### src/design/lra_pkg.sv
// Shared types and constants for the LIFO region allocator.
// Used by lra_core and lifo_region_allocator; no dependencies.
`default_nettype none

package lra_pkg;

    // Stack depth and owner tag width
    localparam int MAX_ALLOCS = 4;
    localparam int OWNER_BITS = 8;

    // Derived widths
    localparam int CNT_W   = $clog2(MAX_ALLOCS + 1);
    localparam int IDX_W   = (MAX_ALLOCS > 1) ? $clog2(MAX_ALLOCS) : 1;
    localparam int OWN_IN  = (OWNER_BITS < 8) ? OWNER_BITS : 8;

    localparam int ADDR_W  = 32;
    localparam int SIZE_W  = 23;
    localparam int CFG_IDX_W = 2;
    localparam int CFG_DATA_W = 32;
    localparam int S_TDATA_W = 64;
    localparam int M_TDATA_W = 64;

    localparam logic [SIZE_W-1:0] FREE_MAX = {SIZE_W{1'b1}};

    typedef enum logic {
        OP_ALLOC   = 1'b0,
        OP_RELEASE = 1'b1
    } op_t;

    typedef enum logic [2:0] {
        ST_OK          = 3'd0,
        ST_NOT_READY   = 3'd1,
        ST_TOO_MANY    = 3'd2,
        ST_NO_MEMORY   = 3'd3,
        ST_MISALIGNED  = 3'd4,
        ST_WRONG_OWNER = 3'd5,
        ST_BELOW_FLOOR = 3'd6,
        ST_BAD_ORDER   = 3'd7
    } status_t;

    typedef enum logic [CFG_IDX_W-1:0] {
        CFG_HEAP_ENABLE   = 2'd0,
        CFG_HEAP_BASE     = 2'd1,
        CFG_HEAP_SIZE     = 2'd2,
        CFG_RELEASE_FLOOR = 2'd3
    } cfg_idx_t;

    typedef struct packed {
        op_t                operation;
        logic [7:0]         owner_id;
        logic [SIZE_W-1:0]  request_size;
        logic [ADDR_W-1:0]  release_address;
    } req_t;

    typedef struct packed {
        status_t            status;
        logic [ADDR_W-1:0]  block_address;
        logic [SIZE_W-1:0]  free_bytes_left;
    } rsp_t;

    // Configuration write bundle
    typedef struct packed {
        logic                  we;
        logic [CFG_IDX_W-1:0]  index;
        logic [CFG_DATA_W-1:0] wdata;
    } cfg_wr_t;

endpackage

`default_nettype wire

### src/design/lra_core.sv
// Allocator state and per-request decision logic for the LIFO region allocator.
// Holds heap registers, top/free/count state and the owner stack; uses lra_pkg.
`default_nettype none

module lra_core (
    input  wire logic            aclk,
    input  wire logic            aresetn,
    input  wire lra_pkg::cfg_wr_t cfg,
    input  wire logic            fire,
    input  wire lra_pkg::req_t   req,
    output lra_pkg::rsp_t        rsp
);
    import lra_pkg::*;

    // Configuration registers
    logic                 heap_enable_reg;
    logic [ADDR_W-1:0]    heap_base_reg;
    logic [SIZE_W-1:0]    heap_size_reg;
    logic [ADDR_W-1:0]    release_floor_reg;

    // Allocator state
    logic [ADDR_W-1:0]    top_reg, top_next;
    logic [SIZE_W-1:0]    free_reg, free_next;
    logic [CNT_W-1:0]     count_reg, count_next;
    logic [OWNER_BITS-1:0] owner_stack_reg [MAX_ALLOCS];

    logic                 ready;
    logic [OWNER_BITS-1:0] owner_in;
    logic [SIZE_W:0]      rounded;
    logic [IDX_W-1:0]     top_idx;
    logic [CNT_W-1:0]     count_dec;
    logic [ADDR_W-1:0]    span;
    logic [ADDR_W:0]      sum;
    logic                 push;

    assign ready     = heap_enable_reg && (heap_base_reg[1:0] == 2'b00);
    assign owner_in  = OWNER_BITS'(req.owner_id[OWN_IN-1:0]);
    assign rounded   = ({1'b0, req.request_size} + (SIZE_W+1)'(3)) & ~(SIZE_W+1)'(3);
    assign count_dec = count_reg - CNT_W'(1);
    assign top_idx   = count_dec[IDX_W-1:0];
    assign span      = top_reg - req.release_address;
    assign sum       = (ADDR_W+1)'(free_reg) + {1'b0, span};

    // Request decision and next state
    always_comb begin
        rsp.status          = ST_OK;
        rsp.block_address   = '0;
        top_next            = top_reg;
        free_next           = free_reg;
        count_next          = count_reg;
        push                = 1'b0;
        if (!ready) begin
            rsp.status = ST_NOT_READY;
        end else if (req.operation == OP_ALLOC) begin
            if (count_reg >= CNT_W'(MAX_ALLOCS)) begin
                rsp.status = ST_TOO_MANY;
            end else if (rounded > (SIZE_W+1)'(free_reg)) begin
                rsp.status = ST_NO_MEMORY;
            end else begin
                push              = 1'b1;
                rsp.block_address = top_reg;
                top_next          = top_reg + ADDR_W'(rounded);
                free_next         = free_reg - rounded[SIZE_W-1:0];
                count_next        = count_reg + CNT_W'(1);
            end
        end else begin
            if (req.release_address[1:0] != 2'b00) begin
                rsp.status = ST_MISALIGNED;
            end else if (count_reg == '0 || count_reg > CNT_W'(MAX_ALLOCS) ||
                         owner_stack_reg[top_idx] != owner_in) begin
                rsp.status = ST_WRONG_OWNER;
            end else if (req.release_address < release_floor_reg) begin
                rsp.status = ST_BELOW_FLOOR;
            end else if (top_reg <= req.release_address) begin
                rsp.status = ST_BAD_ORDER;
            end else begin
                count_next = count_dec;
                top_next   = req.release_address;
                free_next  = (sum > (ADDR_W+1)'(FREE_MAX)) ? FREE_MAX : sum[SIZE_W-1:0];
            end
        end
        rsp.free_bytes_left = free_next;
    end

    // Config and state registers; a heap config write reloads the heap
    always_ff @(posedge aclk) begin
        if (!aresetn) begin
            heap_enable_reg   <= 1'b0;
            heap_base_reg     <= '0;
            heap_size_reg     <= '0;
            release_floor_reg <= '0;
            top_reg           <= '0;
            free_reg          <= '0;
            count_reg         <= '0;
        end else if (cfg.we) begin
            case (cfg.index)
                CFG_HEAP_ENABLE: begin
                    heap_enable_reg <= cfg.wdata[0];
                    top_reg         <= heap_base_reg;
                    free_reg        <= heap_size_reg;
                    count_reg       <= '0;
                end
                CFG_HEAP_BASE: begin
                    heap_base_reg <= cfg.wdata;
                    top_reg       <= cfg.wdata;
                    free_reg      <= heap_size_reg;
                    count_reg     <= '0;
                end
                CFG_HEAP_SIZE: begin
                    heap_size_reg <= cfg.wdata[SIZE_W-1:0];
                    top_reg       <= heap_base_reg;
                    free_reg      <= cfg.wdata[SIZE_W-1:0];
                    count_reg     <= '0;
                end
                CFG_RELEASE_FLOOR: begin
                    release_floor_reg <= cfg.wdata;
                end
                default: begin
                end
            endcase
        end else if (fire) begin
            top_reg   <= top_next;
            free_reg  <= free_next;
            count_reg <= count_next;
        end
    end

    // Owner stack: no reset, only entries below the count are read
    always_ff @(posedge aclk) begin
        if (fire && push) begin
            owner_stack_reg[count_reg[IDX_W-1:0]] <= owner_in;
        end
    end

`ifndef SYNTHESIS
    a_count_bound: assert property (@(posedge aclk) disable iff (!aresetn)
        count_reg <= CNT_W'(MAX_ALLOCS))
        else $error("live count above stack depth");

    a_push_count: assert property (@(posedge aclk) disable iff (!aresetn)
        fire && !cfg.we && push |=> count_reg == CNT_W'($past(count_reg) + CNT_W'(1)))
        else $error("successful allocate did not bump the count");

    a_alloc_free: assert property (@(posedge aclk) disable iff (!aresetn)
        fire && !cfg.we && req.operation == OP_ALLOC |=> free_reg <= $past(free_reg))
        else $error("allocate grew the free space");

    a_fail_hold: assert property (@(posedge aclk) disable iff (!aresetn)
        fire && !cfg.we && rsp.status != ST_OK |=> $stable(top_reg) && $stable(count_reg))
        else $error("failed request changed the heap state");
`endif

endmodule

`default_nettype wire

### src/design/lifo_region_allocator.sv
// Top level of the LIFO region allocator: stream ports, request register, result register.
// Instantiates lra_core; uses lra_pkg.
`default_nettype none

// A stack allocator over one memory region. Each request on the s_ stream
// (allocate or release, selected by s_tuser) yields exactly one result on the
// m_ stream with a status, the granted address and the free bytes left.
// A request is captured in an input register, decided there by
// compare/add logic against the heap state, and written to the result
// register once that register is free; one request per cycle is sustained,
// limited only by the result register draining. Configuration writes on the
// cfg_ port reload the heap (indexes 0..2) or set the release floor (index 3)
// and must be issued while no request is in flight.
module lifo_region_allocator (
    input  wire logic                          aclk,
    input  wire logic                          aresetn,
    // Configuration write port
    input  wire logic                          cfg_we,
    input  wire logic [lra_pkg::CFG_IDX_W-1:0] cfg_index,
    input  wire logic [lra_pkg::CFG_DATA_W-1:0] cfg_wdata,
    // Request stream
    input  wire logic                          s_tvalid,
    output logic                               s_tready,
    // owner_id[7:0], request_size[30:8], release_address[62:31], zero pad [63]
    input  wire logic [lra_pkg::S_TDATA_W-1:0] s_tdata,
    // operation (0 allocate, 1 release)
    input  wire logic                          s_tuser,
    // Result stream
    output logic                               m_tvalid,
    input  wire logic                          m_tready,
    // status[2:0], block_address[34:3], free_bytes_left[57:35], zero pad [63:58]
    output logic [lra_pkg::M_TDATA_W-1:0]      m_tdata
);
    import lra_pkg::*;

    logic    in_valid_reg;
    req_t    in_req_reg;
    logic    out_valid_reg;
    rsp_t    out_rsp_reg;
    rsp_t    core_rsp;
    cfg_wr_t cfg;
    logic    out_free;
    logic    advance;

    assign cfg      = '{we: cfg_we, index: cfg_index, wdata: cfg_wdata};
    assign out_free = !out_valid_reg || m_tready;
    assign advance  = in_valid_reg && out_free;
    assign s_tready = !in_valid_reg || advance;

    // Request register
    always_ff @(posedge aclk) begin
        if (!aresetn) begin
            in_valid_reg <= 1'b0;
        end else if (s_tready) begin
            in_valid_reg <= s_tvalid;
        end
    end

    always_ff @(posedge aclk) begin
        if (s_tready && s_tvalid) begin
            in_req_reg.operation       <= op_t'(s_tuser);
            in_req_reg.owner_id        <= s_tdata[7:0];
            in_req_reg.request_size    <= s_tdata[30:8];
            in_req_reg.release_address <= s_tdata[62:31];
        end
    end

    lra_core u_core (
        .aclk    (aclk),
        .aresetn (aresetn),
        .cfg     (cfg),
        .fire    (advance),
        .req     (in_req_reg),
        .rsp     (core_rsp)
    );

    // Result register
    always_ff @(posedge aclk) begin
        if (!aresetn) begin
            out_valid_reg <= 1'b0;
        end else if (out_free) begin
            out_valid_reg <= in_valid_reg;
        end
    end

    always_ff @(posedge aclk) begin
        if (advance) begin
            out_rsp_reg <= core_rsp;
        end
    end

    assign m_tvalid = out_valid_reg;
    assign m_tdata  = {6'b0, out_rsp_reg.free_bytes_left, out_rsp_reg.block_address,
                       out_rsp_reg.status};

`ifndef SYNTHESIS
    a_stall_cause: assert property (@(posedge aclk) disable iff (!aresetn)
        !s_tready |-> in_valid_reg && out_valid_reg && !m_tready)
        else $error("request side stalled without a blocked result");

    a_advance_out: assert property (@(posedge aclk) disable iff (!aresetn)
        advance |=> m_tvalid)
        else $error("decided request produced no result");

    a_held_result: assert property (@(posedge aclk) disable iff (!aresetn)
        m_tvalid && !m_tready |=> $stable(out_rsp_reg))
        else $error("pending result overwritten");
`endif

endmodule

`default_nettype wire
### config.mk
export PLATFORM = sky130hd
export DESIGN_NAME = lifo_region_allocator
export DESIGN_NICKNAME = d
export VERILOG_FILES = /design/src/design/lra_pkg.sv /design/src/design/lra_core.sv /design/src/design/lifo_region_allocator.sv
export SDC_FILE = /design/constraint.sdc
export NUM_CORES = 1
export LEC_CHECK = 0
export BUFFER_PORTS_ARGS = -buffer_cell sky130_fd_sc_hd__buf_4
export CORE_UTILIZATION = 30
export CTS_CLUSTER_SIZE = 28
export DETAILED_ROUTE_END_ITERATION = 16
export GPL_TIMING_DRIVEN = 1
export PLACE_DENSITY = 0.51
export SYNTH_ARGS = -nofsm -noshare
export SYNTH_HDL_FRONTEND = slang
export SYNTH_SLANG_ARGS = --single-unit
### constraint.sdc
create_clock -name aclk -period 8.55 [get_ports aclk]
set_input_delay 1.71 -clock aclk [delete_from_list [all_inputs] [get_ports aclk]]
set_output_delay 1.71 -clock aclk [all_outputs]
set_load 0.005 [all_outputs]
==> results.py, run 1 <==
metrics = {
    "pwr": {
        "sw_frac_of_total_pct": 32.7,
        "clkPwrFrac_pct": 37.0,
        "p_switching_mw": 1.44,
        "ir_worst_vdd_mv": 0.122,
        "comb_power_share_pct": 25.0,
        "p_leak_nw": 9.32,
        "power.share.sequential_pct": 37.9,
        "cellPowerDensity_nw_per_um2": 193,
        "p_int_mw": 2.97,
    },
    "cts": {
        "hold_buffers": 0,
        "clock_latency_ns": 0.58,
        "cts_buffers": 38,
        "cts_sinks": 302,
        "cts.clk_slew.worst_paths_ns": 0.06,
        "cts-resized-gates": 0,
        "clockBufferDepth": 3,
        "cts_tree": "done",
        "htreeDepth": 2,
        "clockRootBuffer": "clkbuf_16",
        "cts_setup_buffers": 0,
    },
    "critical_path": {
        "crit_top_cell": "a21oi_1",
        "cp.required_ns": 8.87,
        "critPathLaunchType": "register",
        "crit_path_end_kind": "register",
        "cp_slowest_cell": "a2111o_1",
        "path_class": "reg2reg",
        "cp_data_arrival_time_ns": 7.49,
        "cpLargestDelayFamily": "compound AO/OA/AOI/OAI gates",
        "crit_path_max_incr_delay_ns": 0.71,
        "crit_path_cell_trace": "inv_1 > ha_1 > a21o_1 > nor3_1 > a21oi_1 > a211oi_2 > nor2b_1 > o21a_1 > nor2_1 > xnor2_1 > ha_1 > and3_1 > a221o_1 > a31oi_1 > o21ai_1 > a31oi_1 > o221ai_1 > mux2i_1 > a21oi_1 > or4b_1 > a2111o_1 > o221ai_1 > a21oi_1 > a21o_1",
        "crit_buf_inv": 1,
        "crit_fanout": 18,
    },
    "die": {
        "die_area_um2": 66400,
        "die_w_um": 258,
        "core_um2": 64500,
        "num_rows": 93,
        "io_pins": 170,
        "die_h_um": 258,
        "initial_core_util_pct": 30.4,
    },
    "sta": {
        "setup_tns_ns": 0,
        "slew-limit-headroom_pct": 21.5,
        "fmax_mhz": 139,
        "min_period_over_period_pct": 83.8,
        "worstMarginPinSlew_ns": 1.17,
        "finalWorstSetupSlack_ns": 1.38,
        "drv_slew": 0,
        "skew_ns": 0.0212,
        "hold_viol": 0,
        "finalSetupViolations": 0,
        "rsz0062_at_grt": "false",
        "period_needed_ns": 7.17,
    },
    "global_route": {
        "grtUsageTotal_pct": 21.6,
        "grt_pass1_wl_mm": 109,
        "antenna_found_initial": 4,
        "grt_pass1_vias": 16900,
        "grt_overflow_total": 0,
        "grt_start_max_net_pins": 81,
    },
    "drt": {
        "antenna_left": 0,
        "highest_layer": "met5",
        "wl_met2_mm": 33.6,
        "drt_pass1_iterations": 5,
        "wl_met1_mm": 33.6,
        "drt_iter0_markers": 1359,
        "vias": 17400,
        "avgViaCountPerCell": 5.41,
        "route.detailed.drc": 0,
        "drt-total-wl_mm": 73.0,
        "route.met3.wl_mm": 3.92,
        "drt-wirelength-per-cell_um": 22.7,
    },
    "synth": {
        "synthCells": 2221,
        "synthFlopType": "edfxtp_1",
        "synth_area_um2": 19600,
        "synthTopCellsByArea": "edfxtp_1 24%, dfxtp_1 15%, ha_1 9.8%, nand2_1 5.8%, a21oi_1 5.6%",
        "synthesis.area_per_instance_um2": 8.83,
        "synth_edf_count": 154,
        "ys_ff_latch": 302,
        "ys_types": 86,
        "yosys_warnings": 0,
        "synth_most_common_cell": "nand2_1",
        "async_flop_share_pct": 0,
        "yosys.area.top_type": "edfxtp_1",
        "netlist_top_cells_count": "303 x nand2_1, 221 x a21oi_1, 154 x edfxtp_1, 154 x ha_1, 148 x dfxtp_1",
        "synth_seq_area_share_pct": 38.7,
        "synth.top_cell.area_share_pct": 23.6,
    },
    "placed_design": {
        "dpl.hpwl_mm": 55.5,
        "port_buffers": 162,
        "place_congestion": 0.949,
        "pre_cts_slack_ns": 1.50,
        "place_area_um2": 21600,
    },
    "outcome": {
        "status": "finished, final reports clean",
    },
    "cells_and_area": {
        "final_util_pct": 35.5,
        "nets": 2596,
        "layout-drive-gt1-share_pct": 12.0,
        "design_area_um2": 22900,
        "largest_reg_flops": 64,
        "fillCellCount": 6673,
        "syn_to_final_growth_pct": 16.6,
        "diodes": 0,
    },
    "job": {
        "drv_cap": 0,
    },
    "worst_hold_path": {
        "hp-class": "reg2reg",
    },
}
[layer usage]
metal / vias to the layer above / global-route usage (%)
met5: - / 0
met4: 6 / 6.11
met3: 106 / 3.14
met2: 547 / 35.0
met1: 8429 / 29.7
li1: 8312 / -
[final timing paths]
path                                  from                       end  slack (ns)  depth (start not counted)
setup / recovery             in_req_reg[4]               m_tdata[39]        1.38                         24
hold / removal    u_core.heap_base_reg[15]  u_core.heap_base_reg[15]        0.45                          2
hold reg to reg   u_core.heap_base_reg[15]  u_core.heap_base_reg[15]        0.45                          2
setup reg to reg             in_req_reg[4]               m_tdata[39]        1.38                         24
[per-stage QoR]
stage          power [mW]  std cells  hold slack [ns]
6_report             4.41       3219            0.453
5_1_grt              4.62       3219            0.466
4_1_cts              4.44       3219            0.455
3_5_place_dp         2.79       3149            0.447
3_3_place_gp         2.78       3149            0.440
2_1_floorplan        2.42       2226            0.434
[cells in the final DEF (no fill, tap or decap), types with 30 or more instances in the layout]
cell / instances
a211oi_1: 35
nand3_1: 51
buf_4: 184
xor2_1: 32
nor2_1: 139
ha_1: 154
nand2_1: 303
edfxtp_1: 154
dfxtp_1: 148
a21oi_1: 221
xnor2_1: 71
clkbuf_16: 38
inv_1: 142
and3_1: 52
nand4_1: 30
nor3_1: 33
o21ai_0: 80
a21o_1: 72
mux2i_1: 33
[cell type report]
class / count / area (um2) / area share [%]
clock buffers: 51 / 1030 / 4.50
clock inverters: 19 / 211 / 0.925
inverters: 144 / 543 / 2.38
multi-input cells: 1664 / 11000 / 48.3
flip-flops and latches: 302 / 7590 / 33.2
well taps: 855 / 1070 / 4.68
repair buffers: 184 / 1380 / 6.04
[worst reg2reg max path, cell delays in order (launching register included)]
cell	delay, ns
edfxtp_1	0.43
inv_1	0.07
ha_1	0.37
a21o_1	0.22
nor3_1	0.22
a21oi_1	0.23
a211oi_2	0.63
nor2b_1	0.14
o21a_1	0.20
nor2_1	0.12
xnor2_1	0.18
ha_1	0.32
and3_1	0.26
a221o_1	0.39
a31oi_1	0.16
o21ai_1	0.16
a31oi_1	0.43
o221ai_1	0.20
mux2i_1	0.16
a21oi_1	0.11
or4b_1	0.52
a2111o_1	0.71
o221ai_1	0.40
a21oi_1	0.11
a21o_1	0.21
[power by group through the flow]
stage	logic (mW)	registers, mW	clock network, mW
after detailed placement	1.09	1.70	0
after global placement	1.08	1.70	0
after global routing	1.21	1.68	1.73
after CTS	1.09	1.67	1.68
after floorplan	0.751	1.67	0
final	1.10	1.67	1.63
[cell families (layout without fill, tap and decap cells)]
logic type	Yosys count	after routing	synth area share, %
DFF	302	302	38.7
and+or+nand+nor	701	701	16.4
muxes	44	44	2.78
other	1	6	0.0191
AOI/OAI and AO/OA	652	652	22.0
adders and majority gates	158	158	10.2
buffers and inverters	260	398	5.28
xor gates and xnor gates	103	103	4.60
Power figures use the tool's default switching activity.
==> inputs of run 2 (changes only) <==
Settings changed: PLACE_DENSITY 0.51 to 0.52.
Clock period 8.55 ns to 5.8 ns, I/O delays scaled along.
==> results.py, run 2 (synthesis results as in run 1) <==
metrics = {
    "drt": {
        "vias": 18400,
        "drt-total-wl_mm": 75.7,
        "drt-wirelength-per-cell_um": 22.1,
        "drt_pass1_iterations": 6,
        "drt_iter0_markers": 1601,
        "route.detailed.drc": 0,
        "avgViaCountPerCell": 5.36,
        "antenna_left": 0,
    },
    "cells_and_area": {
        "final_common_cell": "buf_4",
        "largest_reg_flops": 64,
        "layout-drive-gt1-share_pct": 21.9,
        "nets": 2806,
        "fillCellCount": 6540,
        "syn_to_final_growth_pct": 27.9,
        "layout_common_cells": "385 x buf_4, 301 x nand2_1, 214 x a21oi_1",
        "final_util_pct": 38.9,
    },
    "die": {
        "io_pins": 170,
        "die_w_um": 258,
        "die_area_um2": 66400,
        "num_rows": 93,
        "die_h_um": 258,
        "initial_core_util_pct": 30.4,
        "core_um2": 64500,
    },
    "global_route": {
        "grtUsageTotal_pct": 22.2,
        "grt_overflow_total": 0,
        "grt_start_max_net_pins": 58,
        "grt_pass1_vias": 17700,
        "antenna_found_initial": 6,
        "grt_pass1_wl_mm": 112,
    },
    "placed_design": {
        "place_congestion": 0.908,
        "port_buffers": 162,
        "dpl.hpwl_mm": 58.4,
    },
    "sta": {
        "worstMarginPinSlew_ns": 1.24,
        "finalSetupViolations": 0,
        "whs_ns": 0.453,
        "period_needed_ns": 5.78,
        "slew-limit-headroom_pct": 17.2,
        "skew_ns": 0.0151,
        "fmax_mhz": 173,
        "hold_viol": 0,
        "setup_tns_ns": 0,
        "drv_slew": 0,
        "min_period_over_period_pct": 99.7,
        "rsz0062_at_grt": "true",
    },
    "critical_path": {
        "regToRegEndpoint": "u_core.free_reg[14]",
        "r2r-start": "in_req_reg[0]",
        "path_class": "reg2reg",
        "regToRegSetupSlack_ns": 0.02,
        "crit_path_max_incr_delay_ns": 0.51,
        "cpLargestDelayFamily": "compound AO/OA/AOI/OAI gates",
        "crit_path_end_kind": "register",
        "crit_path_cell_trace": "ha_2 > fa_2 > nand2b_4 > a211oi_4 > buf_6 > buf_6 > nor3_2 > o31ai_2 > xor2_1 > ha_1 > a21o_1 > a221o_1 > a31oi_2 > o21ai_2 > a31oi_2 > o221ai_1 > mux2i_1 > a21oi_2 > or4b_1 > a2111o_1 > buf_12 > or3b_1 > a21oi_1 > a21oi_1",
        "critPathLaunchType": "register",
        "r2r_cells": 24,
        "cp.required_ns": 6.25,
        "cp_slowest_cell": "or4b_1",
        "crit_buf_inv": 3,
        "cp_data_arrival_time_ns": 6.23,
        "crit_fanout": 8,
    },
    "cts": {
        "clockBufferDepth": 3,
        "cts_sinks": 302,
        "cts_buffers": 38,
        "clock_latency_ns": 0.58,
        "cts.clk_slew.worst_paths_ns": 0.06,
        "htreeDepth": 2,
        "clockRootBuffer": "clkbuf_16",
        "cts_tree": "done",
    },
    "outcome": {
        "status": "finished, final reports clean",
    },
    "job": {
        "drv_cap": 0,
    },
    "worst_hold_path": {
        "min_from": "u_core.release_floor_reg[15]",
        "hold_path_end": "u_core.release_floor_reg[15]",
        "whs_path_depth": 2,
        "hp-class": "reg2reg",
    },
    "pwr": {
        "finalPower_mw": 6.98,
        "ir_worst_vdd_mv": 0.171,
        "cellPowerDensity_nw_per_um2": 279,
        "p_leak_nw": 10.4,
    },
}
[run 2: area by class of cell]
type	count	area, um2	share of cell area [%]
clock inverter	26	323	1.29
timing repair buffer	394	3030	12.1
multi-input combinational	1664	11500	45.9
antenna	1	2.50	0.00998
clock buffer	44	1000	4.00
tap	855	1070	4.27
sequential	302	7590	30.3
inverter	144	543	2.17
[run 2: tightest hold or removal path, stage by stage (launching register included)]
cell and delay (ns):
dfxtp_1 0.31, nand2_1 0.05, a21oi_1 0.05
[run 2: worst max-delay path by stage]
stage	endpoint	cells past startpoint	slack (ns)	startpoint
after floorplan	m_tdata[39]	27	0.18	in_req_reg[8]
after global placement	m_tdata[39]	25	-0.30	in_req_reg[0]
after detailed placement	m_tdata[39]	24	-0.38	in_req_reg[0]
after CTS	m_tdata[39]	27	-0.006	in_req_reg[0]
after global routing	u_core.free_reg[11]	25	-0.14	in_req_reg[0]
final	u_core.free_reg[14]	24	0.02	in_req_reg[0]
[run 2: metrics by stage]
step / instance area (um2) / instances / worst slack (ns)
global route: 25100 / 3429 / -0.142
detailed placement: 23100 / 3342 / -0.376
global placement: 23100 / 3342 / -0.295
CTS: 24700 / 3420 / -0.00647
floorplan: 19600 / 2226 / 0.179
finish: 25100 / 3430 / 0.0190
[run 2: repair_timing]
item                                   CTS  global route
pin swaps                               22            43
resized for setup                       36            53
cloned                                   1             0
setup buffers                            7            10
endpoints found under the hold margin    0             0
setup endpoints to repair               31            39
hold buffers                             0             0
[run 2: report_power, final]
part | switching, mW | internal (mW)
sequential | 0.100 | 2.35
clock | 1.04 | 1.49
combinational | 1.14 | 0.860
total | 2.28 | 4.70
[run 2: per-layer routing]
layer | track usage, % | vias to the layer above | routed length (um)
met5 | 0 | - | 53
met4 | 6.80 | 8 | 2430
met3 | 3.86 | 122 | 4750
met2 | 35.8 | 577 | 34200
met1 | 30.2 | 8922 | 34200
li1 | - | 8742 | -
==> inputs of run 3 (changes only) <==
Settings changed: BUFFER_PORTS_ARGS -buffer_cell sky130_fd_sc_hd__buf_4 to -buffer_cell sky130_fd_sc_hd__buf_2.
==> results.py, run 3 (synthesis results as in run 1) <==
metrics = {
    "outcome": {
        "status": "finished with violations",
        "violations": "negative setup slack",
    },
    "sta": {
        "finalSetupViolations": 16,
        "min_period_over_period_pct": 101,
        "worstMarginPinSlew_ns": 1.21,
        "whs_ns": 0.452,
        "fmax_mhz": 170,
        "period_needed_ns": 5.88,
        "rsz0062_at_grt": "true",
        "finalWorstSetupSlack_ns": -0.0796,
        "drv_slew": 0,
        "hold_viol": 0,
        "skew_ns": 0.0272,
        "slew-limit-headroom_pct": 18.6,
    },
    "global_route": {
        "antenna_found_initial": 5,
        "grtUsageTotal_pct": 21.9,
        "grt_overflow_total": 0,
        "grt_pass1_vias": 17700,
        "grt_pass1_wl_mm": 110,
        "grt_start_max_net_pins": 102,
    },
    "drt": {
        "drt-wirelength-per-cell_um": 21.8,
        "drt-total-wl_mm": 75.3,
        "antenna_left": 0,
        "drt_iter0_markers": 1540,
        "drt_pass1_iterations": 5,
        "vias": 18400,
        "route.detailed.drc": 0,
        "avgViaCountPerCell": 5.32,
    },
    "cts": {
        "cts_buffers": 37,
        "cts.clk_slew.worst_paths_ns": 0.06,
        "htreeDepth": 2,
        "cts_tree": "done",
        "clockRootBuffer": "clkbuf_16",
        "hold_buffers": 0,
        "clock_latency_ns": 0.58,
        "clockBufferDepth": 3,
        "cts_sinks": 302,
    },
    "critical_path": {
        "crit_path_cell_trace": "ha_4 > fa_2 > nand2b_4 > a211oi_4 > buf_6 > nor3_2 > o31ai_2 > xor2_1 > buf_4 > ha_4 > a21o_1 > a221o_1 > a31oi_1 > o21ai_2 > a31oi_2 > o221ai_1 > mux2i_1 > a21oi_2 > or4b_1 > a2111o_1 > buf_6 > buf_16 > nand2b_4 > a21bo_1",
        "crit_fanout": 5,
        "crit_path_max_incr_delay_ns": 0.50,
        "critPathLaunchType": "register",
        "path_class": "reg2reg",
        "cp_data_arrival_time_ns": 6.19,
        "cp.required_ns": 6.11,
        "cp_slowest_cell": "or4b_1",
        "crit_path_end_kind": "register",
    },
    "cells_and_area": {
        "design_area_um2": 24900,
        "largest_reg_flops": 64,
        "final_common_cell": "nand2_1",
        "syn_to_final_growth_pct": 27.2,
        "nets": 2828,
        "layout_common_cells": "300 x nand2_1, 238 x buf_4, 211 x a21oi_1",
        "layout-drive-gt1-share_pct": 22.6,
        "diodes": 0,
    },
    "pwr": {
        "power.share.sequential_pct": 35.3,
        "p_switching_mw": 2.27,
        "p_int_mw": 4.67,
        "p_leak_nw": 10.5,
        "clkPwrFrac_pct": 35.9,
        "ir_worst_vdd_mv": 0.185,
        "comb_power_share_pct": 28.8,
        "sw_frac_of_total_pct": 32.7,
        "cellPowerDensity_nw_per_um2": 278,
    },
    "placed_design": {
        "place_area_um2": 22900,
        "place_congestion": 0.944,
        "dpl.hpwl_mm": 58.0,
        "port_buffers": 162,
    },
    "die": {
        "num_rows": 93,
        "initial_core_util_pct": 30.4,
        "die_area_um2": 66400,
        "die_h_um": 258,
        "die_w_um": 258,
        "io_pins": 170,
        "core_um2": 64500,
    },
    "job": {
        "drv_cap": 0,
    },
    "worst_hold_path": {
        "hp-class": "reg2reg",
    },
}
==> run 3: cell types whose count changed in the layout (fill, tap and decap cells not counted), moves of 3 or more <==
cell     delta
a21oi_1     -3
buf_12      +6
buf_2     +162
buf_4     -147
ha_1        +5
ha_4        -4
inv_1       +3
inv_2       -3
o21ai_0     -3
==> run 3: cell type report <==
type / count / area, um2
multi-input cells: 1664 / 11500
inverters: 144 / 543
clock buffers: 47 / 1030
clock inverters: 21 / 270
flip-flops and latches: 302 / 7590
well taps: 855 / 1070
repair buffers: 417 / 2900
fillers: 6586 / 39500
==> run 3: worst max-delay path: cells and delay by family (launching register included) <==
family / cells / cell delay (ns)
AO/OA/AOI/OAI: 11 / 2.44
adder cells (fa/ha/maj): 3 / 0.74
XOR/XNOR: 1 / 0.24
flip-flops: 1 / 0.44
AND/OR/NAND/NOR: 4 / 0.86
multiplexers: 1 / 0.20
buffers and inverters: 4 / 0.66
==> run 3: layer usage <==
metal / wire length (um) / GRT usage [%]
met3: 4980 / 4.27
met4: 2230 / 6.89
met1: 33500 / 29.4
met5: 51 / 0
met2: 34600 / 35.5
==> run 3: power groups by stage <==
stage               registers, mW  clock network (mW)  logic [mW]
floorplan                    2.46                   0        1.11
global placement             2.49                   0        1.85
detailed placement           2.49                   0        1.87
CTS                          2.45                2.55        1.92
global route                 2.46                2.62        2.17
finish                       2.45                2.49        2.00
==> run 3: path summary, 6_finish.rpt <==
check / end / slack [ns] / startpoint / depth (start not counted)
worst max-delay path: m_tdata[42] / -0.08 / in_req_reg[0] / 24
worst max register to register: m_tdata[42] / -0.08 / in_req_reg[0] / 24
worst min-delay path: u_core.heap_base_reg[25] / 0.45 / u_core.heap_base_reg[25] / 2
worst min register to register: u_core.heap_base_reg[25] / 0.45 / u_core.heap_base_reg[25] / 2
==> run 3: what timing repair did <==
item,in CTS,in global routing
endpoints found under the setup margin,39,46
cloned,1,1
pin swaps,20,37
gates resized for setup,36,62
setup buffers,4,9
endpoints found under the hold margin,0,0
==> run 3: metrics by stage <==
| stage | setup slack [ns] | TNS, ns | instances | util, % | total power, mW |
|---|---|---|---|---|---|
| final | -0.0796 | -0.475 | 3450 | 38.7 | 6.94 |
| after global routing | -0.337 | -7.86 | 3450 | 38.7 | 7.26 |
| after CTS | -0.0824 | -0.619 | 3440 | 37.9 | 6.91 |
| after detailed placement | -0.460 | -9.19 | 3367 | 35.6 | 4.36 |
| after global placement | -0.403 | -7.61 | 3367 | 35.6 | 4.34 |
| after floorplan | 0.179 | 0 | 2226 | - | 3.57 |
